**config.mk**
```make
export PLATFORM = sky130hd
export DESIGN_NAME = masked_byte_pattern_scan
export DESIGN_NICKNAME = d
export VERILOG_FILES = /design/src/rtl/core/mbps_pkg.sv /design/src/rtl/core/mbps_window.sv /design/src/rtl/core/mbps_match.sv /design/src/rtl/core/masked_byte_pattern_scan.sv
export SDC_FILE = /design/constraint.sdc
export NUM_CORES = 2
export LEC_CHECK = 0
export ABC_AREA = 1
export BUFFER_PORTS_ARGS = -buffer_cell sky130_fd_sc_hd__buf_2
export CORE_UTILIZATION = 40
export CTS_BUF_LIST = sky130_fd_sc_hd__clkbuf_8 sky130_fd_sc_hd__clkbuf_16
export CTS_CLUSTER_SIZE = 40
export DETAILED_ROUTE_END_ITERATION = 12
export SYNTH_ARGS = -nofsm -noshare
export SYNTH_HDL_FRONTEND = slang
export SYNTH_SLANG_ARGS = --single-unit
```
**constraint.sdc**
```tcl
create_clock -name clk -period 20.5 [get_ports clk]
set_input_delay 1.025 -clock clk [delete_from_list [all_inputs] [get_ports clk]]
set_output_delay 1.025 -clock clk [all_outputs]
set_load 0.01 [all_outputs]
```
**src/rtl/core/mbps_pkg.sv**
```systemverilog
package mbps_pkg;

  localparam int unsigned DataW      = 8;
  localparam int unsigned AddrW      = 64;
  localparam int unsigned CfgDataW   = 64;
  localparam int unsigned CfgIdxW    = 3;
  localparam int unsigned PatLenW    = 6;
  localparam int unsigned CareW      = 32;
  localparam int unsigned PatBytes   = 32;
  localparam int unsigned PatW       = PatBytes * DataW;
  // wide enough for any length arithmetic up to a 64-byte window
  localparam int unsigned IdxW       = 7;
  localparam int unsigned MaxPatternLenDef = 32;

  // register indexes
  typedef enum logic [CfgIdxW-1:0] {
    REG_REGION_BASE   = 3'd0,
    REG_PATTERN_LEN   = 3'd1,
    REG_CARE_MASK     = 3'd2,
    REG_PATTERN_WORD0 = 3'd3,
    REG_PATTERN_WORD1 = 3'd4,
    REG_PATTERN_WORD2 = 3'd5,
    REG_PATTERN_WORD3 = 3'd6
  } cfg_reg_t;

  typedef struct packed {
    logic [DataW-1:0] data_byte;
    logic             last_byte;
  } in_item_t;

  typedef struct packed {
    logic             found;
    logic [AddrW-1:0] match_address;
  } out_item_t;

  // stage 1 status towards the compare / result stage
  typedef struct packed {
    logic             valid;
    logic             last;
    logic [AddrW-1:0] offset;
  } s1_stat_t;

endpackage

```
**src/rtl/core/mbps_window.sv**
```systemverilog
module mbps_window #(
  parameter int unsigned MAX_PATTERN_LEN = mbps_pkg::MaxPatternLenDef,
  parameter int unsigned LenW            = $clog2(MAX_PATTERN_LEN + 1)
) (
  input  logic                             clk,
  input  logic                             rst_n,
  input  logic                             in_valid,
  output logic                             in_stall,
  input  mbps_pkg::in_item_t               in_data,
  input  logic                             s2_go,
  output mbps_pkg::s1_stat_t               s1_stat,
  output logic [LenW-1:0]                  bytes_seen,
  output logic [MAX_PATTERN_LEN*mbps_pkg::DataW-1:0] window
);

  localparam int unsigned DW = mbps_pkg::DataW;

  logic [DW-1:0]              win_r [MAX_PATTERN_LEN];
  logic                       s1_valid_r;
  logic                       s1_last_r;
  logic [mbps_pkg::AddrW-1:0] offset_r;
  logic [LenW-1:0]            seen_r;
  logic                       start_r;   // next byte opens a new region
  logic                       accept;

  assign in_stall = s1_valid_r && !s2_go;
  assign accept   = in_valid && !in_stall;

  // shift line, newest byte in entry 0; stale entries are masked by seen_r
  always_ff @(posedge clk) begin
    if (accept) begin
      win_r[0] <= in_data.data_byte;
      for (int k = 1; k < MAX_PATTERN_LEN; k++) begin
        win_r[k] <= win_r[k-1];
      end
    end
  end

  always_ff @(posedge clk) begin
    if (!rst_n) begin
      s1_valid_r <= 1'b0;
      s1_last_r  <= 1'b0;
      offset_r   <= '0;
      seen_r     <= '0;
      start_r    <= 1'b1;
    end else if (accept) begin
      s1_valid_r <= 1'b1;
      s1_last_r  <= in_data.last_byte;
      start_r    <= in_data.last_byte;
      if (start_r) begin
        offset_r <= mbps_pkg::AddrW'(1);
        seen_r   <= LenW'(1);
      end else begin
        offset_r <= offset_r + mbps_pkg::AddrW'(1);
        if (seen_r != LenW'(MAX_PATTERN_LEN)) begin
          seen_r <= seen_r + LenW'(1);
        end
      end
    end else if (s2_go) begin
      s1_valid_r <= 1'b0;
    end
  end

  always_comb begin
    for (int k = 0; k < MAX_PATTERN_LEN; k++) begin
      window[k*DW +: DW] = win_r[k];
    end
  end

  assign s1_stat.valid  = s1_valid_r;
  assign s1_stat.last   = s1_last_r;
  assign s1_stat.offset = offset_r;
  assign bytes_seen     = seen_r;

endmodule

```
**src/rtl/core/mbps_match.sv**
```systemverilog
module mbps_match #(
  parameter int unsigned MAX_PATTERN_LEN = mbps_pkg::MaxPatternLenDef,
  parameter int unsigned LenW            = $clog2(MAX_PATTERN_LEN + 1)
) (
  input  logic [MAX_PATTERN_LEN*mbps_pkg::DataW-1:0] window,
  input  logic [LenW-1:0]                  bytes_seen,
  input  logic [LenW-1:0]                  len,
  input  logic [mbps_pkg::CareW-1:0]       care_mask,
  input  logic [mbps_pkg::PatW-1:0]        pattern,
  output logic                             match
);

  localparam int unsigned DW = mbps_pkg::DataW;
  localparam int unsigned IW = mbps_pkg::IdxW;

  logic [MAX_PATTERN_LEN-1:0] miss;

  // window entry k lines up with pattern byte len-1-k
  for (genvar k = 0; k < MAX_PATTERN_LEN; k++) begin : g_pos
    logic [IW-1:0] j;
    logic          active;
    logic          care;
    logic [DW-1:0] pb;
    always_comb begin
      j      = IW'(len) - IW'(1) - IW'(k);
      active = IW'(k) < IW'(len);
      care   = (j < IW'(mbps_pkg::CareW)) && care_mask[j[4:0]];
      pb     = pattern[j[4:0]*DW +: DW];
      miss[k] = active && care && (window[k*DW +: DW] != pb);
    end
  end

  assign match = (len == '0) || ((bytes_seen >= len) && (miss == '0));

endmodule

```
**src/rtl/core/masked_byte_pattern_scan.sv**
```systemverilog
// Masked byte signature scan.
// Input channel (in_valid / in_stall / in_data): one byte of the region per
// transfer, with last_byte set on the region's final byte.
// Result channel (out_valid / out_stall / out_data): at most one transfer per
// region - found with region base plus match offset on the first match, or
// found = 0 and a zero address when the region ends without a match.
// Configuration: cfg_we / cfg_index / cfg_data write one register per clock;
// the user must write only while no byte is in flight, the block itself does
// not enforce it. Throughput: one byte per cycle while no result is held by
// out_stall. A byte passes through the window register, then the parallel
// window compare into the result register, which drives out_data.
// Reset (rst_n low, synchronous): configuration registers to zero, the region
// rearmed, both pipeline stages empty.
// A stalled result holds; in_stall rises only when the window stage is full
// and the result register is held by out_stall, so one more byte is taken
// while a result waits before the input backs up.
module masked_byte_pattern_scan #(
  parameter int unsigned MAX_PATTERN_LEN = mbps_pkg::MaxPatternLenDef
) (
  input  logic                           clk,
  input  logic                           rst_n,
  input  logic                           in_valid,
  output logic                           in_stall,
  input  mbps_pkg::in_item_t             in_data,
  output logic                           out_valid,
  input  logic                           out_stall,
  output mbps_pkg::out_item_t            out_data,
  input  logic                           cfg_we,
  input  logic [mbps_pkg::CfgIdxW-1:0]   cfg_index,
  input  logic [mbps_pkg::CfgDataW-1:0]  cfg_data
);

  localparam int unsigned LenW = $clog2(MAX_PATTERN_LEN + 1);
  localparam int unsigned IW   = mbps_pkg::IdxW;
  localparam int unsigned AW   = mbps_pkg::AddrW;

  // configuration registers
  logic [AW-1:0]                   base_r;
  logic [mbps_pkg::PatLenW-1:0]    plen_r;
  logic [mbps_pkg::CareW-1:0]      care_r;
  logic [mbps_pkg::PatW-1:0]       pattern_r;

  always_ff @(posedge clk) begin
    if (!rst_n) begin
      base_r    <= '0;
      plen_r    <= '0;
      care_r    <= '0;
      pattern_r <= '0;
    end else if (cfg_we) begin
      unique case (mbps_pkg::cfg_reg_t'(cfg_index))
        mbps_pkg::REG_REGION_BASE:   base_r <= cfg_data;
        mbps_pkg::REG_PATTERN_LEN:   plen_r <= cfg_data[mbps_pkg::PatLenW-1:0];
        mbps_pkg::REG_CARE_MASK:     care_r <= cfg_data[mbps_pkg::CareW-1:0];
        mbps_pkg::REG_PATTERN_WORD0: pattern_r[0*64 +: 64] <= cfg_data;
        mbps_pkg::REG_PATTERN_WORD1: pattern_r[1*64 +: 64] <= cfg_data;
        mbps_pkg::REG_PATTERN_WORD2: pattern_r[2*64 +: 64] <= cfg_data;
        mbps_pkg::REG_PATTERN_WORD3: pattern_r[3*64 +: 64] <= cfg_data;
        default: ;  // unknown index: write dropped
      endcase
    end
  end

  // lengths beyond the window are clamped to the window size
  logic [IW-1:0]   plen_ext;
  logic [IW-1:0]   len_clamp;
  logic [LenW-1:0] len;

  assign plen_ext  = IW'(plen_r);
  assign len_clamp = (plen_ext > IW'(MAX_PATTERN_LEN)) ? IW'(MAX_PATTERN_LEN) : plen_ext;
  assign len       = LenW'(len_clamp);

  // stage 1: window shift line
  mbps_pkg::s1_stat_t                   s1;
  logic [LenW-1:0]                      bytes_seen;
  logic [MAX_PATTERN_LEN*mbps_pkg::DataW-1:0] window;
  logic                                 s2_go;

  mbps_window #(
    .MAX_PATTERN_LEN (MAX_PATTERN_LEN),
    .LenW            (LenW)
  ) u_window (
    .clk        (clk),
    .rst_n      (rst_n),
    .in_valid   (in_valid),
    .in_stall   (in_stall),
    .in_data    (in_data),
    .s2_go      (s2_go),
    .s1_stat    (s1),
    .bytes_seen (bytes_seen),
    .window     (window)
  );

  // stage 2: parallel compare
  logic match;

  mbps_match #(
    .MAX_PATTERN_LEN (MAX_PATTERN_LEN),
    .LenW            (LenW)
  ) u_match (
    .window     (window),
    .bytes_seen (bytes_seen),
    .len        (len),
    .care_mask  (care_r),
    .pattern    (pattern_r),
    .match      (match)
  );

  // result register
  logic                out_valid_r;
  mbps_pkg::out_item_t out_data_r;
  logic                done_r;     // matched, skipping to end of region
  logic                emit;
  logic                done_nxt;
  logic [AW-1:0]       start_sub;
  logic [AW-1:0]       addr;

  assign s2_go = s1.valid && (!out_valid_r || !out_stall);

  // zero length matches on the first byte, so its start is offset - 1
  assign start_sub = (len == '0) ? AW'(1) : AW'(len);
  assign addr      = base_r + s1.offset - start_sub;

  always_comb begin
    emit     = 1'b0;
    done_nxt = done_r;
    if (done_r) begin
      done_nxt = !s1.last;
    end else if (match) begin
      emit     = 1'b1;
      done_nxt = !s1.last;
    end else if (s1.last) begin
      emit = 1'b1;
    end
  end

  always_ff @(posedge clk) begin
    if (!rst_n) begin
      out_valid_r <= 1'b0;
      done_r      <= 1'b0;
    end else begin
      if (s2_go) begin
        done_r <= done_nxt;
      end
      if (s2_go && emit) begin
        out_valid_r <= 1'b1;
      end else if (!out_stall) begin
        out_valid_r <= 1'b0;
      end
    end
  end

  always_ff @(posedge clk) begin
    if (s2_go && emit) begin
      out_data_r.found         <= match;
      out_data_r.match_address <= match ? addr : '0;
    end
  end

  assign out_valid = out_valid_r;
  assign out_data  = out_data_r;

  // input backs up only behind a held result
  a_stall_cause: assert property (@(posedge clk) disable iff (!rst_n)
    in_stall |-> (out_valid && out_stall))
    else $error("in_stall without a held result");

  // a not-found result carries a zero address
  a_notfound_zero: assert property (@(posedge clk) disable iff (!rst_n)
    (out_valid && !out_data.found) |-> (out_data.match_address == '0))
    else $error("not-found result with non-zero address");

  // a match inside a region suppresses the rest of it
  a_done_set: assert property (@(posedge clk) disable iff (!rst_n)
    (s2_go && !done_r && match && !s1.last) |=> done_r)
    else $error("match did not set done");

  // the region's last byte always rearms
  a_rearm: assert property (@(posedge clk) disable iff (!rst_n)
    (s2_go && s1.last) |=> !done_r)
    else $error("last byte did not rearm");

endmodule
```
After elaboration in Yosys (flattened, before gate mapping)
Memories as Yosys holds them, arrays and structs flattened. Cells that the tools add are included.

Output and inout bits: 67. Flip-flop bits (word level): 498. RAM bits: 256. Memories kept: 1. Input port bits: 81.

Reduce and logical (&&, ||, !) cells: 121. Add/sub/neg operators: 36. $lt $le $gt $ge: 98. Muxes and demuxes: 80. Eq/ne operators: 40. Shifts and indexed selects: 32.

Memory list: u_window.win_r (words 32, bits a word 8, rd ports 32, clocked after memory_dff 0, write ports 32, line mbps_window.sv:18) `logic [DW-1:0] win_r [MAX_PATTERN_LEN];`.

Operators with widths (count): variable part select 256 x 9 -> 8 bit (32); inequality test 8 bit (32); < comparator 7 x 6 -> 1 bit, second input constant (32); < comparator 5 x 6 -> 1 bit, second input constant (32); binary-select mux 1 bit (select 5 bit) (32); subtractor 7 x 5 -> 7 bit, second input constant (16); logical AND 1 bit (101); < comparator 5 x 6 -> 1 bit, first input constant (16); adder 64 x 1 -> 64 bit, second input constant (1); adder 64 bit (1); 2-to-1 mux 64 bit (1); subtractor 64 x 6 -> 64 bit (1); subtractor 7 x 4 -> 7 bit, second input constant (8); < comparator 4 x 6 -> 1 bit, first input constant (8); 2-to-1 mux 1 bit (43); zero test 32 bit (1); subtractor 7 x 3 -> 7 bit, second input constant (4); < comparator 3 x 6 -> 1 bit, first input constant (4); 2-to-1 mux 6 bit (4); AND reduction 2 bit (8); subtractor 7 x 2 -> 7 bit, second input constant (2); < comparator 1 x 6 -> 1 bit, first input constant (2); < comparator 2 x 6 -> 1 bit, first input constant (2); equality test 3 bit, second input constant (3); other kinds (14) (21).

Longest topological paths before layout
Depth in word-level cells: 16. Gate-level depth with buffers: 34.

Hierarchy
Synthesis repeated with hierarchy kept, for this count alone.

Cells, all modules: 10282. Area total of the unflattened synthesis: 60307.8 um^2.

Modules (own cells, without submodules): mbps_match (sequential area each 0.0 um^2, area an instance 26276.5 um^2, times used 1, cells each 6077); masked_byte_pattern_scan (sequential area each 9158.8 um^2, area an instance 22195.0 um^2, times used 1, cells each 3258); mbps_window (sequential area each 9148.8 um^2, area an instance 11836.4 um^2, times used 1, cells each 947).

Worst setup path after synthesis
OpenSTA, ideal clock, no wires.

Path kind: input-to-reg. From: input out_stall. To: register u_window.seen_r[5] (netlist: u_window.bytes_seen[5]). Stages on the path: 11. Slack: 12147 ps. Arrival: 8275 ps. Path buffers: 0. Required time: 20422 ps. Setup time: 78 ps. Cells stage by stage: nand2_1 -> inv_1 -> nand2_1 -> nand2_1 -> clkinv_1 -> nand2_1 -> inv_1 -> nand4_1 -> nor2_1 -> and3_1 -> nor3_1.

Word-level cells in the longest chain between the ends: 8.

Ends and longest elaborated chain: from (decl) (line masked_byte_pattern_scan.sv:26) `input logic out_stall,`; zero test 1 bit; logical OR 1 bit (line masked_byte_pattern_scan.sv:117) `assign s2_go = s1.valid && (!out_valid_r || !out_stall);`; logical AND 1 bit (line masked_byte_pattern_scan.sv:117); zero test 1 bit (line mbps_window.sv:26) `assign in_stall = s1_valid_r && !s2_go;`; logical AND 1 bit (line mbps_window.sv:26); zero test 1 bit (line mbps_window.sv:27) `assign accept = in_valid && !in_stall;`; logical AND 1 bit (line mbps_window.sv:27); named net u_window.accept (line mbps_window.sv:24) `logic accept;`; AND reduction 2 bit (no line); to (signal assigned) (line mbps_window.sv:52) `seen_r <= LenW'(1);`; to (signal assigned) (line mbps_window.sv:56) `seen_r <= seen_r + LenW'(1);`; to (decl) (line mbps_window.sv:22) `logic [LenW-1:0] seen_r;`.

The timed path passes the listed nets, and every way through them passes these cells. A chain may end at the register's enable or synchronous reset.

Worst setup path after layout
From: register plen_r[5] (netlist name). To: register out_data_r, in the netlist out_data[60], enable pin.

Word-level cells in the longest chain between the ends: 15. Elaborated cells on any way between the ends: 330.

Ends and longest elaborated chain: from (decl) (line masked_byte_pattern_scan.sv:39) `logic [mbps_pkg::PatLenW-1:0] plen_r;`; from (signal assigned) (line masked_byte_pattern_scan.sv:52) `mbps_pkg::REG_PATTERN_LEN: plen_r <= cfg_data[mbps_pkg::PatLenW-1:0];`; greater-than comparator 6 bit (line masked_byte_pattern_scan.sv:69) `assign len_clamp = (plen_ext > IW'(MAX_PATTERN_LEN)) ? IW'(MAX_PATTERN_LEN) : plen_ext;`; 2-to-1 mux 6 bit * (line masked_byte_pattern_scan.sv:69); branches (longest 9 deep; another with subtractor 6 x 1 -> 7 bit); logical OR 1 bit * (line mbps_match.sv:33) `assign match = (len == '0) || ((bytes_seen >= len) && (miss == '0));`; 2-to-1 mux 1 bit * (line masked_byte_pattern_scan.sv:128) `end else if (match) begin`; 2-to-1 mux 1 bit * (line masked_byte_pattern_scan.sv:126) `if (done_r) begin`; logical AND 1 bit * (line masked_byte_pattern_scan.sv:153) `if (s2_go && emit) begin`; to (decl) (line masked_byte_pattern_scan.sv:110) `mbps_pkg::out_item_t out_data_r;`.

Every way passes the cells marked *. The select of a mux whose other input is x is not followed.

==> impl_metrics.yaml <==
clock_tree:
  clkTransAtPathRegs_ns: 0.06
  cts.path.max_buffers: 3
  cts_sinks: 754
  cts_buffers: 94
  root_buffer: "clkbuf_16"
  cts_hold_buf: 0
  cts_tree: "done"
  clk_latency_ns: 0.73
  cts_max_level: 3
  cts-resized-gates: 0
  cts_setup_buffers: 0
floorplan:
  rows: 137
  core_area_um2: 139000
  dieWidth_um: 377
  die-height_um: 377
  num_io_pins: 148
  start_util: 0.403
  die-area_um2: 142000
synth:
  synth_warnings: 0
  ys_seq_area_frac: 0.326
  synth.distinct_cells: 58
  netlist_top_cells_area: "nand2_1, edfxtp_1, dfxtp_1"
  synth_edf_count: 321
  synth_area_um2: 56100
  ys_ff_latch: 754
  ys.flop_type: "dfxtp_1"
  async_reset_ff_frac: 0
  postSynthAreaPerCell_um2: 6.16
  syn_inst: 9109
  synth_nets: 9328
  synth_top_area_cell: "nand2_1"
  yosysTopAreaCellShare: 0.221
power:
  ir_worst_vdd_mv: 0.0720
  p_int_w: 0.00315
  p_switching_w: 0.00209
  pwr-share-seq: 0.331
  pwr-share-clk: 0.337
  swShare: 0.399
  pwr-share-comb: 0.332
  power_density_nw_per_um2: 85.3
  p_leak_nw: 29.2
routing:
  wl_per_cell_um: 24.7
  firstDrtPassIters: 7
  wl_mm: 271
  num_vias: 62200
  drtIter0Drc: 7468
  remaining_drc_errors: 0
  avgViaCountPerCell: 5.67
  drtAntennaViolNets: 0
timing:
  hold_viol: 0
  worstMarginPinSlew_ns: 1.44
  fin_skew_ns: 0.0335
  rsz0062_at_grt: "no"
  slew_headroom: 0.0285
  drv_slew: 0
  post-route-period-util: 0.391
  fmax_mhz: 125
  setup_viol: 0
  setup_tns_ns: 0
  period_minus_slack_ns: 8.01
hold_path:
  hp-class: "flip-flop to flip-flop"
  hold_end: "u_window.offset_r[34]"
  hold-path-cell-count: 1
  holdCritStartpoint: "u_window.offset_r[34]"
worst_setup_path:
  worstSetupStartpointType: "flip-flop"
  worstRegToRegCells: 25
  r2r_end: "out_data[60]"
  required_ns: 20.85
  worstSetupPathType: "flip-flop to flip-flop"
  cp_max_fo: 65
  crit_path_end_kind: "flip-flop"
  rrSetupSlack_ns: 12.49
  r2r-start: "plen_r[5]"
  worstPathArrival_ns: 8.35
finish:
  register_area_um2: 18300
  drive_gt1_frac: 0.0542
  multi_input_comb_area_um2: 32600
  synthToLayoutAreaGrowth_pct: 9.42
  nFillCells: 15000
  final_cells: 11000
  nets: 9217
grt:
  grt_pass1_vias: 55700
  grt_use_total: 0.373
  grt_max_degree: 239
  grt_pass1_wl_mm: 384
  grt_antenna_before_repair: 25
  grt-ovfl-total: 0
place:
  dpl.hpwl_mm: 209
  port_buffers: 147
  place_congestion: 1.07
  placed_cells: 10800
status:
  status: "finished, final reports clean"
job:
  drv_cap: 0
-- per-layer routing --
| metal | track usage | up-vias | part of all wire |
|---|---|---|---|
| met4 | 0.293 | 4 | 0.093 |
| met5 | 0 | - | 0.000089 |
| met1 | 0.478 | 28900 | 0.41 |
| met3 | 0.0570 | 681 | 0.080 |
| met2 | 0.561 | 2926 | 0.42 |
| li1 | - | 29600 | - |
-- cells in the mapped netlist (38+ instances only) --
master    number
o21ai_0      751
ha_1         132
nand3_1     1375
nor2_1       523
clkbuf_1     254
buf_2        127
nor3_1        46
nand2_1     3304
inv_1        855
nand4_1       38
buf_1         56
dfxtp_1      433
edfxtp_1     321
a21oi_1      428
xor2_1        41
nand3b_1     102
-- layout make-up --
class | count | area share
Timing Repair Buffer | 253 | 0.0257
Clock buffer | 109 | 0.0422
Clock inverter | 65 | 0.0102
Inverter | 872 | 0.0536
Multi-Input combinational cell | 7023 | 0.532
Antenna cell | 6 | 0.000245
Tap cell | 1876 | 0.0382
Sequential cell | 754 | 0.298
-- cell families after synthesis --
| family | Yosys count | share of synthesized area |
|---|---|---|
| AND/OR/NAND/NOR | 5462 | 0.409 |
| AO/OA/AOI/OAI | 1347 | 0.127 |
| buffers and inverters | 1332 | 0.0939 |
| flip-flops | 754 | 0.326 |
| adder cells (fa/ha/maj) | 138 | 0.0316 |
| XOR/XNOR | 61 | 0.00979 |
| multiplexers | 15 | 0.00268 |
-- power groups by stage --
stage          Combinational [W]  Clock [W]  Sequential, W
3_5_place_dp             0.00168          0        0.00176
2_1_floorplan            0.00110          0        0.00175
5_1_grt                  0.00190    0.00183        0.00174
4_1_cts                  0.00169    0.00179        0.00173
3_3_place_gp             0.00168          0        0.00176
6_report                 0.00174    0.00177        0.00173
-- flip-flops by register name (all words and copies together), names as in the netlist --
register             count
base_r                  64
care_r                  32
done_r                   1
out_data                65
out_valid                1
pattern_r              256
plen_r                   6
u_window.bytes_seen      6
u_window.offset_r       64
u_window.s1_last_r       1
u_window.s1_valid_r      1
u_window.start_r         1
u_window.win_r         256
-- per-stage QoR --
stage / setup WS (ns) / instance area (um2) / power (W) / hold slack [ns] / util
CTS: 12.66 / 61400 / 0.00521 / 0.433 / 0.440
detailed placement: 12.71 / 58200 / 0.00345 / 0.443 / 0.417
global route: 12.16 / 61400 / 0.00547 / 0.458 / 0.440
global placement: 12.66 / 58200 / 0.00344 / 0.437 / 0.417
finish: 12.49 / 61400 / 0.00524 / 0.455 / 0.441
floorplan: 12.15 / 56100 / 0.00284 / 0.422 / -
-- placed cells by master, fill, tap and decap left out, types with 13 or more instances in the layout --
master | netlist | layout
nand2_1 | 3304 | 3301
a21oi_1 | 428 | 428
o21ai_0 | 751 | 746
clkinv_2 | 0 | 30
nor4_1 | 26 | 26
nand2_2 | 16 | 15
o21ai_1 | 25 | 26
ha_1 | 132 | 131
nand3b_1 | 102 | 102
nor2_1 | 523 | 520
a31oi_1 | 33 | 33
nand3_1 | 1375 | 1374
o21a_1 | 22 | 22
buf_2 | 127 | 146
clkbuf_16 | 0 | 97
nor3_1 | 46 | 46
inv_1 | 855 | 866
edfxtp_1 | 321 | 321
nand4_1 | 38 | 38
buf_4 | 18 | 103
clkbuf_8 | 0 | 13
o211ai_1 | 33 | 33
xor2_1 | 41 | 41
dfxtp_1 | 433 | 432
mux2i_1 | 15 | 15
xnor2_1 | 18 | 18
-- worst max-delay path: stages (launching register included) --
cell and delay (ns):
dfxtp_1 0.41, inv_2 0.12, nand2_4 0.23, inv_2 0.57
buf_4 0.79, nand2_1 0.15, nand2_2 0.31, nand2_1 0.19
nand2_1 0.12, nand2_1 0.65, inv_1 1.11, nand3_1 0.22
nand3_1 0.19, nand4_1 0.22, nor2_1 0.20, nand2_1 0.09
nand2_1 0.06, nand2_1 0.05, nor2_1 0.13, nand3_1 0.13
nor2_1 0.13, nand2_1 0.33, nand3_1 0.18, nand2_1 0.11
inv_2 0.06, buf_4 0.64
-- how the worst max path moves through the flow --
| stage | start | endpoint | cells after the start |
|---|---|---|---|
| 2_1_floorplan | out_stall | u_window.bytes_seen[5] | 11 |
| 3_3_place_gp | plen_r[5] | out_data[60] | 25 |
| 3_5_place_dp | plen_r[5] | out_data[60] | 25 |
| 4_1_cts | plen_r[5] | out_data[60] | 25 |
| 5_1_grt | plen_r[5] | out_data[60] | 29 |
| 6_report | plen_r[5] | out_data[60] | 25 |
Note: power is estimated with default switching activity, not from simulation.
